### src/bcs_pkg.sv
`timescale 1ns / 1ps
package bcs_pkg;

  localparam int IN_TDATA_W  = 40;
  localparam int OUT_TDATA_W = 48;
  localparam int CFG_IDX_W   = 3;
  localparam int CFG_DATA_W  = 16;

  localparam int BUS_W  = 15;
  localparam int CUR_W  = 13;
  localparam int ADC_W  = 10;
  localparam int BAT_W  = 13;
  localparam int PCT_W  = 7;
  localparam int CNT_W  = 16;
  localparam int LOW_W  = 4;
  localparam int MA_W   = 12;
  localparam int PROD_W = ADC_W + 13;

  localparam logic [12:0] ADC_FULL_MV = 13'd5000;

  typedef enum logic [3:0] {
    ST_STAB    = 4'd0,
    ST_IDLE    = 4'd1,
    ST_WAIT    = 4'd2,
    ST_START   = 4'd3,
    ST_CHARGE  = 4'd4,
    ST_MEASURE = 4'd5,
    ST_ENDCHK  = 4'd6,
    ST_PULSE   = 4'd7,
    ST_DONE    = 4'd8
  } state_t;

  typedef enum logic [CFG_IDX_W-1:0] {
    REG_LOW_CURRENT  = 3'd0,
    REG_LOW_LIMIT    = 3'd1,
    REG_CHARGED_MV   = 3'd2,
    REG_PRESENT_MV   = 3'd3,
    REG_WAITING_MV   = 3'd4,
    REG_REQUEST_MA   = 3'd5,
    REG_MEASURE_EVERY = 3'd6,
    REG_STAB_POLLS   = 3'd7
  } cfg_reg_t;

  localparam int PCT_LEN = 13;
  localparam logic [BUS_W-1:0] PCT_MV [PCT_LEN] = '{
    15'd4200, 15'd4150, 15'd4100, 15'd4050, 15'd4000, 15'd3950, 15'd3900,
    15'd3800, 15'd3700, 15'd3450, 15'd3400, 15'd3350, 15'd3300
  };
  localparam logic [PCT_W-1:0] PCT_VAL [PCT_LEN] = '{
    7'd100, 7'd95, 7'd90, 7'd85, 7'd80, 7'd75, 7'd70,
    7'd60, 7'd50, 7'd40, 7'd30, 7'd20, 7'd10
  };

  // lowest table voltage above mv wins; full at or above the top entry
  function automatic logic [PCT_W-1:0] pct_of(input logic [BUS_W-1:0] mv);
    logic [PCT_W-1:0] pct;
    pct = '0;
    if (mv >= PCT_MV[0]) begin
      pct = PCT_VAL[0];
    end else if (mv >= PCT_MV[PCT_LEN-1]) begin
      for (int i = 0; i < PCT_LEN; i++) begin
        if (mv < PCT_MV[i]) begin
          pct = PCT_VAL[i];
        end
      end
    end
    return pct;
  endfunction

endpackage

### src/battery_charge_sequencer.sv
`timescale 1ns / 1ps
// Single-cell charger sequencer. Every input word is one sensor poll and
// yields exactly one result word, registered, in the cycle after acceptance.
// A poll is taken in every clock while the result register is empty or
// being drained, so the block sustains one word per cycle. Threshold
// registers are written through the cfg port while no poll is in flight;
// the user must keep to this, as the block itself does not enforce it.
module battery_charge_sequencer (
  input  logic                                clk,
  input  logic                                rst_n,
  input  logic                                in_tvalid,
  output logic                                in_tready,
  // bus_mv[14:0], current_ma[27:15], bat_adc[37:28], budget_grant[38]
  input  logic [bcs_pkg::IN_TDATA_W-1:0]      in_tdata,
  output logic                                out_tvalid,
  input  logic                                out_tready,
  // charge_enable[0], state_code[4:1], percent[11:5], battery_mv[26:12],
  // request_current[27], consumption_ma[40:28]
  output logic [bcs_pkg::OUT_TDATA_W-1:0]     out_tdata,
  input  logic                                cfg_wr_en,
  input  logic [bcs_pkg::CFG_IDX_W-1:0]       cfg_index,
  input  logic [bcs_pkg::CFG_DATA_W-1:0]      cfg_wdata
);
  import bcs_pkg::*;

  logic [MA_W-1:0]  low_current_ma_r;
  logic [LOW_W-1:0] low_count_limit_r;
  logic [BAT_W-1:0] charged_mv_r, present_mv_r, waiting_mv_r;
  logic [MA_W-1:0]  request_ma_r;
  logic [CNT_W-1:0] measure_every_r, stabilize_polls_r;

  state_t           state_r, state_nxt;
  logic [LOW_W-1:0] low_cnt_r, low_cnt_nxt;
  logic [BUS_W-1:0] last_mv_r, last_mv_nxt;
  logic [CNT_W-1:0] poll_r, poll_nxt;
  logic [CNT_W-1:0] stab_r, stab_nxt;
  logic [CUR_W-1:0] reported_r, reported_nxt;

  logic                   out_valid_r;
  logic [OUT_TDATA_W-1:0] out_data_r, out_data_nxt;

  logic [BUS_W-1:0]  bus_mv;
  logic [CUR_W-1:0]  current_ma;
  logic [ADC_W-1:0]  bat_adc;
  logic              budget_grant;
  logic [PROD_W-1:0] prod;
  logic [BAT_W-1:0]  bat_mv;
  logic              ask;
  logic              cur_low;
  logic [LOW_W:0]    low_inc;
  logic [CNT_W:0]    poll_inc, stab_inc;
  logic              charge_en;
  logic              accept;

  assign bus_mv       = in_tdata[14:0];
  assign current_ma   = in_tdata[27:15];
  assign bat_adc      = in_tdata[37:28];
  assign budget_grant = in_tdata[38];

  assign in_tready  = !out_valid_r || out_tready;
  assign accept     = in_tvalid && in_tready;
  assign out_tvalid = out_valid_r;
  assign out_tdata  = out_data_r;

  assign prod    = PROD_W'(bat_adc) * PROD_W'(ADC_FULL_MV);
  assign bat_mv  = prod[PROD_W-1:ADC_W];
  assign cur_low = $signed({current_ma[CUR_W-1], current_ma})
                   < $signed({2'b00, low_current_ma_r});
  assign low_inc  = {1'b0, low_cnt_r} + 1'b1;
  assign poll_inc = {1'b0, poll_r} + 1'b1;
  assign stab_inc = {1'b0, stab_r} + 1'b1;

  always_comb begin
    state_nxt    = state_r;
    low_cnt_nxt  = low_cnt_r;
    last_mv_nxt  = last_mv_r;
    poll_nxt     = poll_r;
    stab_nxt     = stab_r;
    reported_nxt = reported_r;
    ask          = 1'b0;
    case (state_r)
      ST_IDLE: begin
        if (bat_mv > present_mv_r) begin
          ask = 1'b1;
          if (budget_grant) begin
            reported_nxt = {1'b0, request_ma_r};
            state_nxt    = ST_START;
          end else begin
            state_nxt = ST_WAIT;
          end
        end
      end
      ST_WAIT: begin
        if (bat_mv > waiting_mv_r) begin
          ask = 1'b1;
          if (budget_grant) begin
            reported_nxt = {1'b0, request_ma_r};
            state_nxt    = ST_START;
          end
        end else begin
          state_nxt = ST_IDLE;
        end
      end
      ST_START: begin
        low_cnt_nxt  = '0;
        poll_nxt     = '0;
        reported_nxt = {1'b0, request_ma_r};
        last_mv_nxt  = bus_mv;
        state_nxt    = ST_CHARGE;
      end
      ST_CHARGE: begin
        if (cur_low) begin
          low_cnt_nxt = low_inc[LOW_W] ? '1 : low_inc[LOW_W-1:0];
        end else begin
          low_cnt_nxt = '0;
        end
        if (cur_low && (low_inc > {1'b0, low_count_limit_r})) begin
          state_nxt = ST_ENDCHK;
        end else begin
          reported_nxt = current_ma;
          poll_nxt     = poll_inc[CNT_W] ? '1 : poll_inc[CNT_W-1:0];
          if (poll_inc >= {1'b0, measure_every_r}) begin
            state_nxt = ST_MEASURE;
          end
        end
      end
      ST_MEASURE: begin
        last_mv_nxt = bus_mv;
        poll_nxt    = '0;
        state_nxt   = ST_CHARGE;
      end
      ST_ENDCHK: begin
        last_mv_nxt = bus_mv;
        state_nxt   = (bus_mv > {2'b00, charged_mv_r}) ? ST_DONE : ST_PULSE;
      end
      ST_DONE: begin
        state_nxt = ST_DONE;
      end
      ST_STAB: begin
        stab_nxt = stab_inc[CNT_W] ? '1 : stab_inc[CNT_W-1:0];
        if (stab_inc >= {1'b0, stabilize_polls_r}) begin
          state_nxt = ST_IDLE;
        end
      end
      default: begin
        stab_nxt  = '0;
        state_nxt = ST_STAB;
      end
    endcase

    charge_en    = (state_nxt == ST_CHARGE) || (state_nxt == ST_PULSE);
    out_data_nxt = {7'b0, reported_nxt, ask, last_mv_nxt, pct_of(last_mv_nxt),
                    state_nxt, charge_en};
  end

  always_ff @(posedge clk) begin
    if (!rst_n) begin
      state_r     <= ST_STAB;
      low_cnt_r   <= '0;
      last_mv_r   <= '0;
      poll_r      <= '0;
      stab_r      <= '0;
      reported_r  <= '0;
      out_valid_r <= 1'b0;
    end else begin
      if (accept) begin
        state_r     <= state_nxt;
        low_cnt_r   <= low_cnt_nxt;
        last_mv_r   <= last_mv_nxt;
        poll_r      <= poll_nxt;
        stab_r      <= stab_nxt;
        reported_r  <= reported_nxt;
        out_valid_r <= 1'b1;
      end else if (out_tready) begin
        out_valid_r <= 1'b0;
      end
    end
  end

  always_ff @(posedge clk) begin
    if (accept) begin
      out_data_r <= out_data_nxt;
    end
  end

  always_ff @(posedge clk) begin
    if (!rst_n) begin
      low_current_ma_r  <= 12'd12;
      low_count_limit_r <= 4'd3;
      charged_mv_r      <= 13'd4100;
      present_mv_r      <= 13'd2500;
      waiting_mv_r      <= 13'd2000;
      request_ma_r      <= 12'd1000;
      measure_every_r   <= 16'd100;
      stabilize_polls_r <= 16'd100;
    end else if (cfg_wr_en) begin
      case (cfg_reg_t'(cfg_index))
        REG_LOW_CURRENT:   low_current_ma_r  <= cfg_wdata[MA_W-1:0];
        REG_LOW_LIMIT:     low_count_limit_r <= cfg_wdata[LOW_W-1:0];
        REG_CHARGED_MV:    charged_mv_r      <= cfg_wdata[BAT_W-1:0];
        REG_PRESENT_MV:    present_mv_r      <= cfg_wdata[BAT_W-1:0];
        REG_WAITING_MV:    waiting_mv_r      <= cfg_wdata[BAT_W-1:0];
        REG_REQUEST_MA:    request_ma_r      <= cfg_wdata[MA_W-1:0];
        REG_MEASURE_EVERY: measure_every_r   <= cfg_wdata[CNT_W-1:0];
        REG_STAB_POLLS:    stabilize_polls_r <= cfg_wdata[CNT_W-1:0];
        default: ;
      endcase
    end
  end

endmodule

### config.mk
export PLATFORM = sky130hd
export DESIGN_NAME = battery_charge_sequencer
export DESIGN_NICKNAME = d
export VERILOG_FILES = /design/src/bcs_pkg.sv /design/src/battery_charge_sequencer.sv
export SDC_FILE = /design/constraint.sdc
export NUM_CORES = 1
export LEC_CHECK = 0
export BUFFER_PORTS_ARGS = -buffer_cell sky130_fd_sc_hd__buf_2
export CELL_PAD_IN_SITES_DETAIL_PLACEMENT = 1
export CELL_PAD_IN_SITES_GLOBAL_PLACEMENT = 2
export CORE_MARGIN = 2
export CORE_UTILIZATION = 25
export CTS_CLUSTER_SIZE = 28
export DETAILED_ROUTE_END_ITERATION = 7
export GPL_TIMING_DRIVEN = 0
export PLACE_DENSITY_LB_ADDON = 0.3
export SLEW_MARGIN = 20
export SYNTH_ARGS = -nofsm -noshare
export SYNTH_HDL_FRONTEND = slang
export SYNTH_SLANG_ARGS = --single-unit
### constraint.sdc
create_clock -name clk -period 22 [get_ports clk]
set_input_delay 3.3 -clock clk [delete_from_list [all_inputs] [get_ports clk]]
set_output_delay 3.3 -clock clk [all_outputs]
set_load 0.01 [all_outputs]
Word level (Yosys, flattened, before mapping)
Index checks and enable logic that the tools add are counted.
{"block": "classes", "n_eq_ne": 17, "bitwise_logic": 2, "add_sub_neg": 3, "n_lt_le_gt_ge": 22, "multipliers": 1, "muxes": 42, "n_reduce_logical": 27}
{"operator": "$lt A15 B12 Y1 const B", "count": 10}
{"operator": "$mux W7", "count": 14}
{"operator": "$pmux W16 S2", "count": 2}
{"operator": "$mux W13", "count": 4}
{"operator": "$pmux W13 S4", "count": 1}
{"operator": "$mux W16", "count": 3}
{"operator": "$lt A15 B13 Y1 const B", "count": 3}
{"operator": "$mux W4", "count": 9}
{"operator": "$add A16 B1 Y17 const B", "count": 2}
{"operator": "$ge A17 B16 Y1", "count": 2}
{"operator": "$pmux W4 S7", "count": 1}
{"operator": "$gt A13 B13 Y1", "count": 2}
{"operator": "$eq A4 B3 Y1 const B", "count": 5}
{"operator": "$mul A10 B10 Y20 const B", "count": 1}
{"operator": "$reduce_and A2 Y1", "count": 10}
{"operator": "$ge A15 B12 Y1 const B", "count": 1}
{"operator": "$ge A15 B13 Y1 const B", "count": 1}
{"operator": "$gt A15 B13 Y1", "count": 1}
{"operator": "$mux W15", "count": 1}
{"operator": "$lt A13 B13 Y1", "count": 1}
{"operator": "$eq A3 B3 Y1 const B", "count": 4}
{"operator": "$reduce_or A9 Y1", "count": 1}
{"operator": "$eq A4 B2 Y1 const B", "count": 2}
{"operator": "$pmux W4 S2", "count": 1}
{"operator": "other kinds (20)", "count": 32}
{"block": "word_totals", "register_bits": 209, "inputBits": 64, "elab_cells": 134, "output_inout_bits": 50}

Depth between registers and ports, before layout
Gate-level depths: netlist (run 1).
{"block": "logic_depth", "depth_word": 18, "mapped_depth": 29, "depth_no_buf": 28}

Worst setup path after synthesis (run 1)
OpenSTA, ideal clock, no wires.
{"block": "synth_path", "path_kind": "input -> register", "start": "input port in_tdata[32] in the netlist's numbering", "end": "register reported_r[10]", "setup_slack_ns": 12.706, "stages": 27, "setup_ns": 0.057, "t_arrival_ns": 9.237, "path_buffers": 1, "required_time_ns": 21.943, "path_cell_list": "inv_1 > fa_1 > inv_1 > ha_1 > fa_1 > ha_1 > ha_1 > ha_1 > and2_1 > o21ai_0 > nand3_1 > a31o_2 > a22o_1 > o21a_1 > o21a_1 > nor2_1 > xnor2_1 > ha_1 > and4_1 > nand3_1 > a211o_1 > a21o_1 > o21ai_0 > nand2_1 > a2111oi_0 > buf_2 > a21o_1"}
{"block": "synth_via", "elab_chain_len": 4, "word_cells_on_any_way": 6, "cone_classes": "mul: 1; order compare: 2; mux: 3"}
{"element": "from (decl)", "line": "battery_charge_sequencer.sv:14", "text": "input logic [bcs_pkg::IN_TDATA_W-1:0] in_tdata,"}
{"element": "$mul A10 B10 Y20 (*)", "line": "battery_charge_sequencer.sv:65", "text": "assign prod = PROD_W'(bat_adc) * PROD_W'(ADC_FULL_MV);"}
{"element": "$gt A13 B13 Y1, on equally long branches", "line": "battery_charge_sequencer.sv:94, battery_charge_sequencer.sv:83"}
{"element": "$mux W13, on equally long branches", "line": "battery_charge_sequencer.sv:94, battery_charge_sequencer.sv:83"}
{"element": "$pmux W13 S4 (*)", "line": "battery_charge_sequencer.sv:81", "text": "case (state_r)"}
{"element": "to (signal assigned)", "line": "battery_charge_sequencer.sv:172", "text": "reported_r <= reported_nxt;"}
{"element": "to (decl)", "line": "battery_charge_sequencer.sv:37", "text": "logic [CUR_W-1:0] reported_r, reported_nxt;"}
Every way passes the cells marked *; elsewhere a longest branch is shown, timed or not.
A chain may end at the register's enable or synchronous reset.

Worst setup path in the final report (run 1)
{"block": "layout_path", "start": "input port in_tdata[33] in the netlist's numbering", "end": "register reported_r[8]"}
The elaborated chain is that of the path after synthesis.

==> results.yml, run 1 <==
placement:
  dp.cells: 2402
  portBuffers: 98
  dp_hpwl_um: 36500
  place_ws_ps: 11360
  gp_congestion: 0.833
die:
  io_pins: 114
  core_area_um2: 52900
  rows: 84
  fp.dieH_um: 236
  die_w_um: 236
  start_util_pct: 25.4
  die-area_um2: 55600
logic_synthesis:
  yosysTopAreaCell: "dfxtp_1"
  synth_area_um2: 13400
  netlist_instances: 1610
  synthFlopType: "dfxtp_1"
  async_reset_ff_share_pct: 0
  ys_warn_count: 0
  ys_seq_area_share_pct: 34.2
  synthDistinctLibCells: 78
  synth_edf_count: 41
  avgSynthCellArea_um2: 8.34
  ys_ff_latch: 209
  synth_most_common_cell: "nand2_1"
  synth_commonest_cells: "nand2_1, dfxtp_1, a21oi_1"
  synth_top_area_share_pct: 25.1
  synth_area_leaders: "dfxtp_1, ha_1, edfxtp_1"
layout:
  fin_util_pct: 29.6
  area_delta_synth_final_pct: 16.4
  fill_cells: 6314
  drive_gt1_share_pct: 11.2
  nets: 1961
  finish.cell_count_without_fillers: 2450
  antenna_cells: 0
  multi_input_area_um2: 7880
  seqCellArea_um2: 4590
routing:
  firstDrtPassIters: 5
  via_per_inst: 4.96
  drc: 0
  ant_nets: 0
  vias: 12200
  drt-total-wl_um: 47800
  wl_per_cell_um: 19.5
  drtIter0Drc: 548
job:
  cap_violations: 0
timing:
  period_share_pct: 45.6
  worst_slew_pin_slew_ps: 1080
  holdWs_ps: 455
  fin_skew_ps: 8.61
  setup-tns-final_ps: 0
  setup_slack_ps: 11980
  max_freq_mhz: 99.8
  final_max_slew_viol_count: 0
  rsz0062_at_grt: "no"
  maxSlewHeadroom_pct: 27.0
  setup_viol: 0
  finalCriticalPeriod_ps: 10020
  hold_violations: 0
worst_setup_path:
  critPathMostFrequentCell: "ha_1"
  cp_max_fo: 10
  cp-start-kind: "input pin"
  cp.arrival_ps: 10510
  critPathSlowestCell: "a2111oi_0"
  max_stage_delay_ps: 820
  rr_startpoint: "stab_r[0]"
  crit_type: "in -> reg"
  endpoint_kind: "register"
  crit_required_ps: 22490
  crit_start: "in_tdata[33]"
power_and_ir_drop:
  ir_worst_vdd_mv: 0.0475
  p_per_area_nw_per_um2: 75.6
  p_leak_nw: 6.59
clock_tree:
  cts_max_path_buffers: 3
  ctsResizeCount: 0
  clock-sinks: 209
  path_clk_slew_ps: 50
  cts_root_buffer: "clkbuf_16"
  postCtsHoldBufs: 0
  postCtsSetupBuffers: 0
  cts_tree: "yes"
  cts_max_level: 1
  insertion_delay_ps: 550
  cts_buffers: 26
worst_hold_path:
  hp-class: "reg -> reg"
  hold_start: "charged_mv_r[6]"
status:
  outcome: "complete, no violations"
global_route:
  grt_pass1_vias: 12500
  grt_pass1_wl_um: 74000
  overflow: 0
  antenna_found_initial: 0
  grt_start_max_net_pins: 51
  grt_use_total_pct: 17.0
-- per-layer routing --
layer | up-vias | GRT usage (%) | routed length [µm]
met3 | 53 | 1.88 | 1430
met1 | 5968 | 24.0 | 23800
met5 | - | 0 | 0
met2 | 204 | 27.7 | 21500
li1 | 5932 | - | -
met4 | 0 | 4.01 | 1100
-- cells in the final DEF, fill, tap and decap left out, types with 5 or more instances in the layout --
cell type	n
nand2_1	266
dfxtp_1	168
a21oi_1	157
inv_1	146
ha_1	139
buf_2	114
nor2_1	69
clkbuf_1	64
nand3_1	46
edfxtp_1	41
o211ai_1	40
o21ai_0	36
a21o_1	34
and3_1	32
clkbuf_16	27
nor4bb_1	24
xnor2_1	23
nor2b_1	21
a221o_1	20
and2_1	19
nor3_1	16
xor2_1	16
fa_1	16
nand4_1	15
a22o_1	15
a31oi_1	13
nand2b_1	12
buf_4	11
o31a_1	11
a211oi_1	10
o21a_1	10
o22ai_1	10
and4_1	8
o31ai_1	7
conb_1	7
clkinv_2	7
or2_2	6
o221a_2	5
-- cells by family (layout without fill, tap and decap cells) --
kind of cell / Yosys count / count (layout) / synth area share, %
compound gates: 409 / 409 / 20.3
xor+xnor: 39 / 39 / 2.54
fa+ha+maj: 155 / 155 / 15.3
buf+inv: 240 / 386 / 7.25
flops: 209 / 209 / 34.2
mux: 3 / 3 / 0.224
other cells: 1 / 7 / 0.0279
simple gates: 554 / 554 / 20.1
-- stage by stage --
stage               power, mW  cell area, µm²
detailed placement      0.770           14800
floorplan               0.658           13400
finish                   1.18           15600
global placement        0.756           14800
CTS                      1.20           15600
global route             1.26           15600
-- cell type report --
| cell class | instances | area share, % |
|---|---|---|
| well taps | 688 | 5.51 |
| multi-input cells | 1167 | 50.4 |
| clock inverters | 9 | 0.464 |
| inverters | 149 | 3.58 |
| repair buffers | 98 | 3.14 |
| flip-flops and latches | 209 | 29.4 |
| clock buffers | 39 | 4.80 |
| plain buffers | 91 | 2.67 |
-- sequential cells by signal, summed over array words and instances (netlist names), 12 cells and up --
register and flops:
measure_every_r 16, stab_r 16, out_tdata 41, last_mv_r 15, request_ma_r 12, present_mv_r 13
low_current_ma_r 12, charged_mv_r 13, poll_r 16, stabilize_polls_r 16, reported_r 13, waiting_mv_r 13
-- worst paths after layout --
kind | to | slack (ps) | cells after the start
max | reported_r[8] | 11980 | 29
min | charged_mv_r[6] | 460 | 2
max reg2reg | out_tdata[0] | 17090 | 16
min reg2reg | charged_mv_r[6] | 460 | 2
-- power breakdown --
part	switching, mW	leakage [nW]	internal [mW]	total (mW)
clock network	0.175	0.407	0.247	0.421
logic	0.211	4.41	0.137	0.347
registers	0.00655	1.78	0.406	0.413
-- critical path, delay by kind of cell --
kind | cells | cell delay (ps)
buffers and inverters | 6 | 810
xor gates and xnor gates | 1 | 130
AOI/OAI and AO/OA | 9 | 2730
and+or+nand+nor | 6 | 970
adders and majority gates | 7 | 2530
Power figures use the tool's default switching activity.
==> run 2: changes to the inputs <==
clock period = 8.4 ns   (was 22 ns; I/O delays follow)
==> results.yml, run 2 (synthesis gave the netlist of run 1 again) <==
status:
  outcome: "complete, no violations"
placement:
  place_ws_ps: -199
  gp_congestion: 0.833
  dp.cells: 2402
  placed_cell_area_um2: 14800
  dp_hpwl_um: 36500
  portBuffers: 98
routing:
  ant_nets: 0
  wl_per_cell_um: 19.5
  via_per_inst: 4.96
  vias: 12200
  drc: 0
  drt-total-wl_um: 47800
  drtIter0Drc: 562
  firstDrtPassIters: 5
worst_setup_path:
  cp_max_fo: 10
  cp.arrival_ps: 8250
  max_stage_delay_ps: 540
  crit_type: "in -> reg"
  critPathMostFrequentCell: "ha_1"
  cp-start-kind: "input pin"
  crit_required_ps: 8680
  critPathSlowestCell: "fa_1"
  endpoint_kind: "register"
layout:
  nets: 1961
  fill_cells: 6314
  fin_util_pct: 29.6
  finish.cell_count_without_fillers: 2450
  mostFrequentLayoutCells: "nand2_1, dfxtp_1, a21oi_1"
  final_common_cell: "nand2_1"
  area_delta_synth_final_pct: 16.4
  drive_gt1_share_pct: 11.2
  antenna_cells: 0
  largest_reg_flops: 41
  fin_area_um2: 15600
clock_tree:
  cts_root_buffer: "clkbuf_16"
  postCtsSetupBuffers: 0
  postCtsHoldBufs: 0
  cts_max_path_buffers: 3
  insertion_delay_ps: 550
  clock-sinks: 209
  cts_tree: "yes"
  ctsResizeCount: 0
  cts_buffers: 26
  path_clk_slew_ps: 50
  cts_max_level: 1
global_route:
  grt_use_total_pct: 17.0
  use_met1_pct: 24.0
  grt.met3_usage_pct: 1.88
  overflow: 0
  grt_pass1_vias: 12500
  grt_use_met2_pct: 27.7
  gr-max-usage-layer: "met2"
  grt_pass1_wl_um: 74000
  grt_start_max_net_pins: 51
  antenna_found_initial: 0
die:
  die_w_um: 236
  rows: 84
  start_util_pct: 25.4
  die-area_um2: 55600
  fp.dieH_um: 236
  core_area_um2: 52900
  io_pins: 114
timing:
  period_share_pct: 94.9
  hold_violations: 0
  max_freq_mhz: 125
  worst_slew_pin_slew_ps: 1080
  final_max_slew_viol_count: 0
  maxSlewHeadroom_pct: 27.2
  setup_slack_ps: 431
  setup_viol: 0
  fin_skew_ps: 8.38
  finalCriticalPeriod_ps: 7970
  rsz0062_at_grt: "no"
power_and_ir_drop:
  p_per_area_nw_per_um2: 198
  ir_worst_vdd_mv: 0.125
  p_leak_nw: 6.59
job:
  cap_violations: 0
worst_hold_path:
  hp-class: "reg -> reg"
[run 2: final cells by class]
| type | count | area [µm²] | area share [%] |
|---|---|---|---|
| plain buffers | 91 | 418 | 2.67 |
| clock buffers | 39 | 751 | 4.80 |
| clock inverters | 9 | 72.6 | 0.464 |
| inverters | 149 | 559 | 3.58 |
| multi-input cells | 1167 | 7880 | 50.4 |
| flip-flops and latches | 209 | 4590 | 29.4 |
| well taps | 688 | 861 | 5.51 |
| repair buffers | 98 | 490 | 3.14 |
[run 2: path summary, 6_finish.rpt]
check	start	end	slack [ps]	cells after the start
max reg2reg	stab_r[0]	out_tdata[0]	3510	16
min reg2reg	charged_mv_r[6]	charged_mv_r[6]	460	2
max	in_tdata[33]	out_tdata[30]	430	29
min	charged_mv_r[6]	charged_mv_r[6]	460	2
[run 2: critical path: cells and delay by family]
kind,cells,cell delay [ps]
AO/OA/AOI/OAI,9,2460
XOR/XNOR,1,130
adder cells (fa/ha/maj),7,2530
buffers and inverters,6,800
AND/OR/NAND/NOR,6,1020
[run 2: layer usage]
layer | vias to the layer above | wire length (µm)
met5 | - | 0
met3 | 53 | 1420
met1 | 5978 | 23800
li1 | 5928 | -
met4 | 0 | 1100
met2 | 196 | 21500
[run 2: report_power, final]
part / switching, mW / internal (mW) / total [mW]
registers: 0.0172 / 1.06 / 1.08
logic: 0.551 / 0.358 / 0.909
clock network: 0.458 / 0.646 / 1.10
[run 2: metrics by stage]
step	total power [mW]	hold WS, ps	TNS [ps]
CTS	3.14	458	0
detailed placement	2.02	449	-2900
global route	3.30	472	0
global placement	1.98	444	-2140
floorplan	1.72	432	0
finish	3.09	455	0
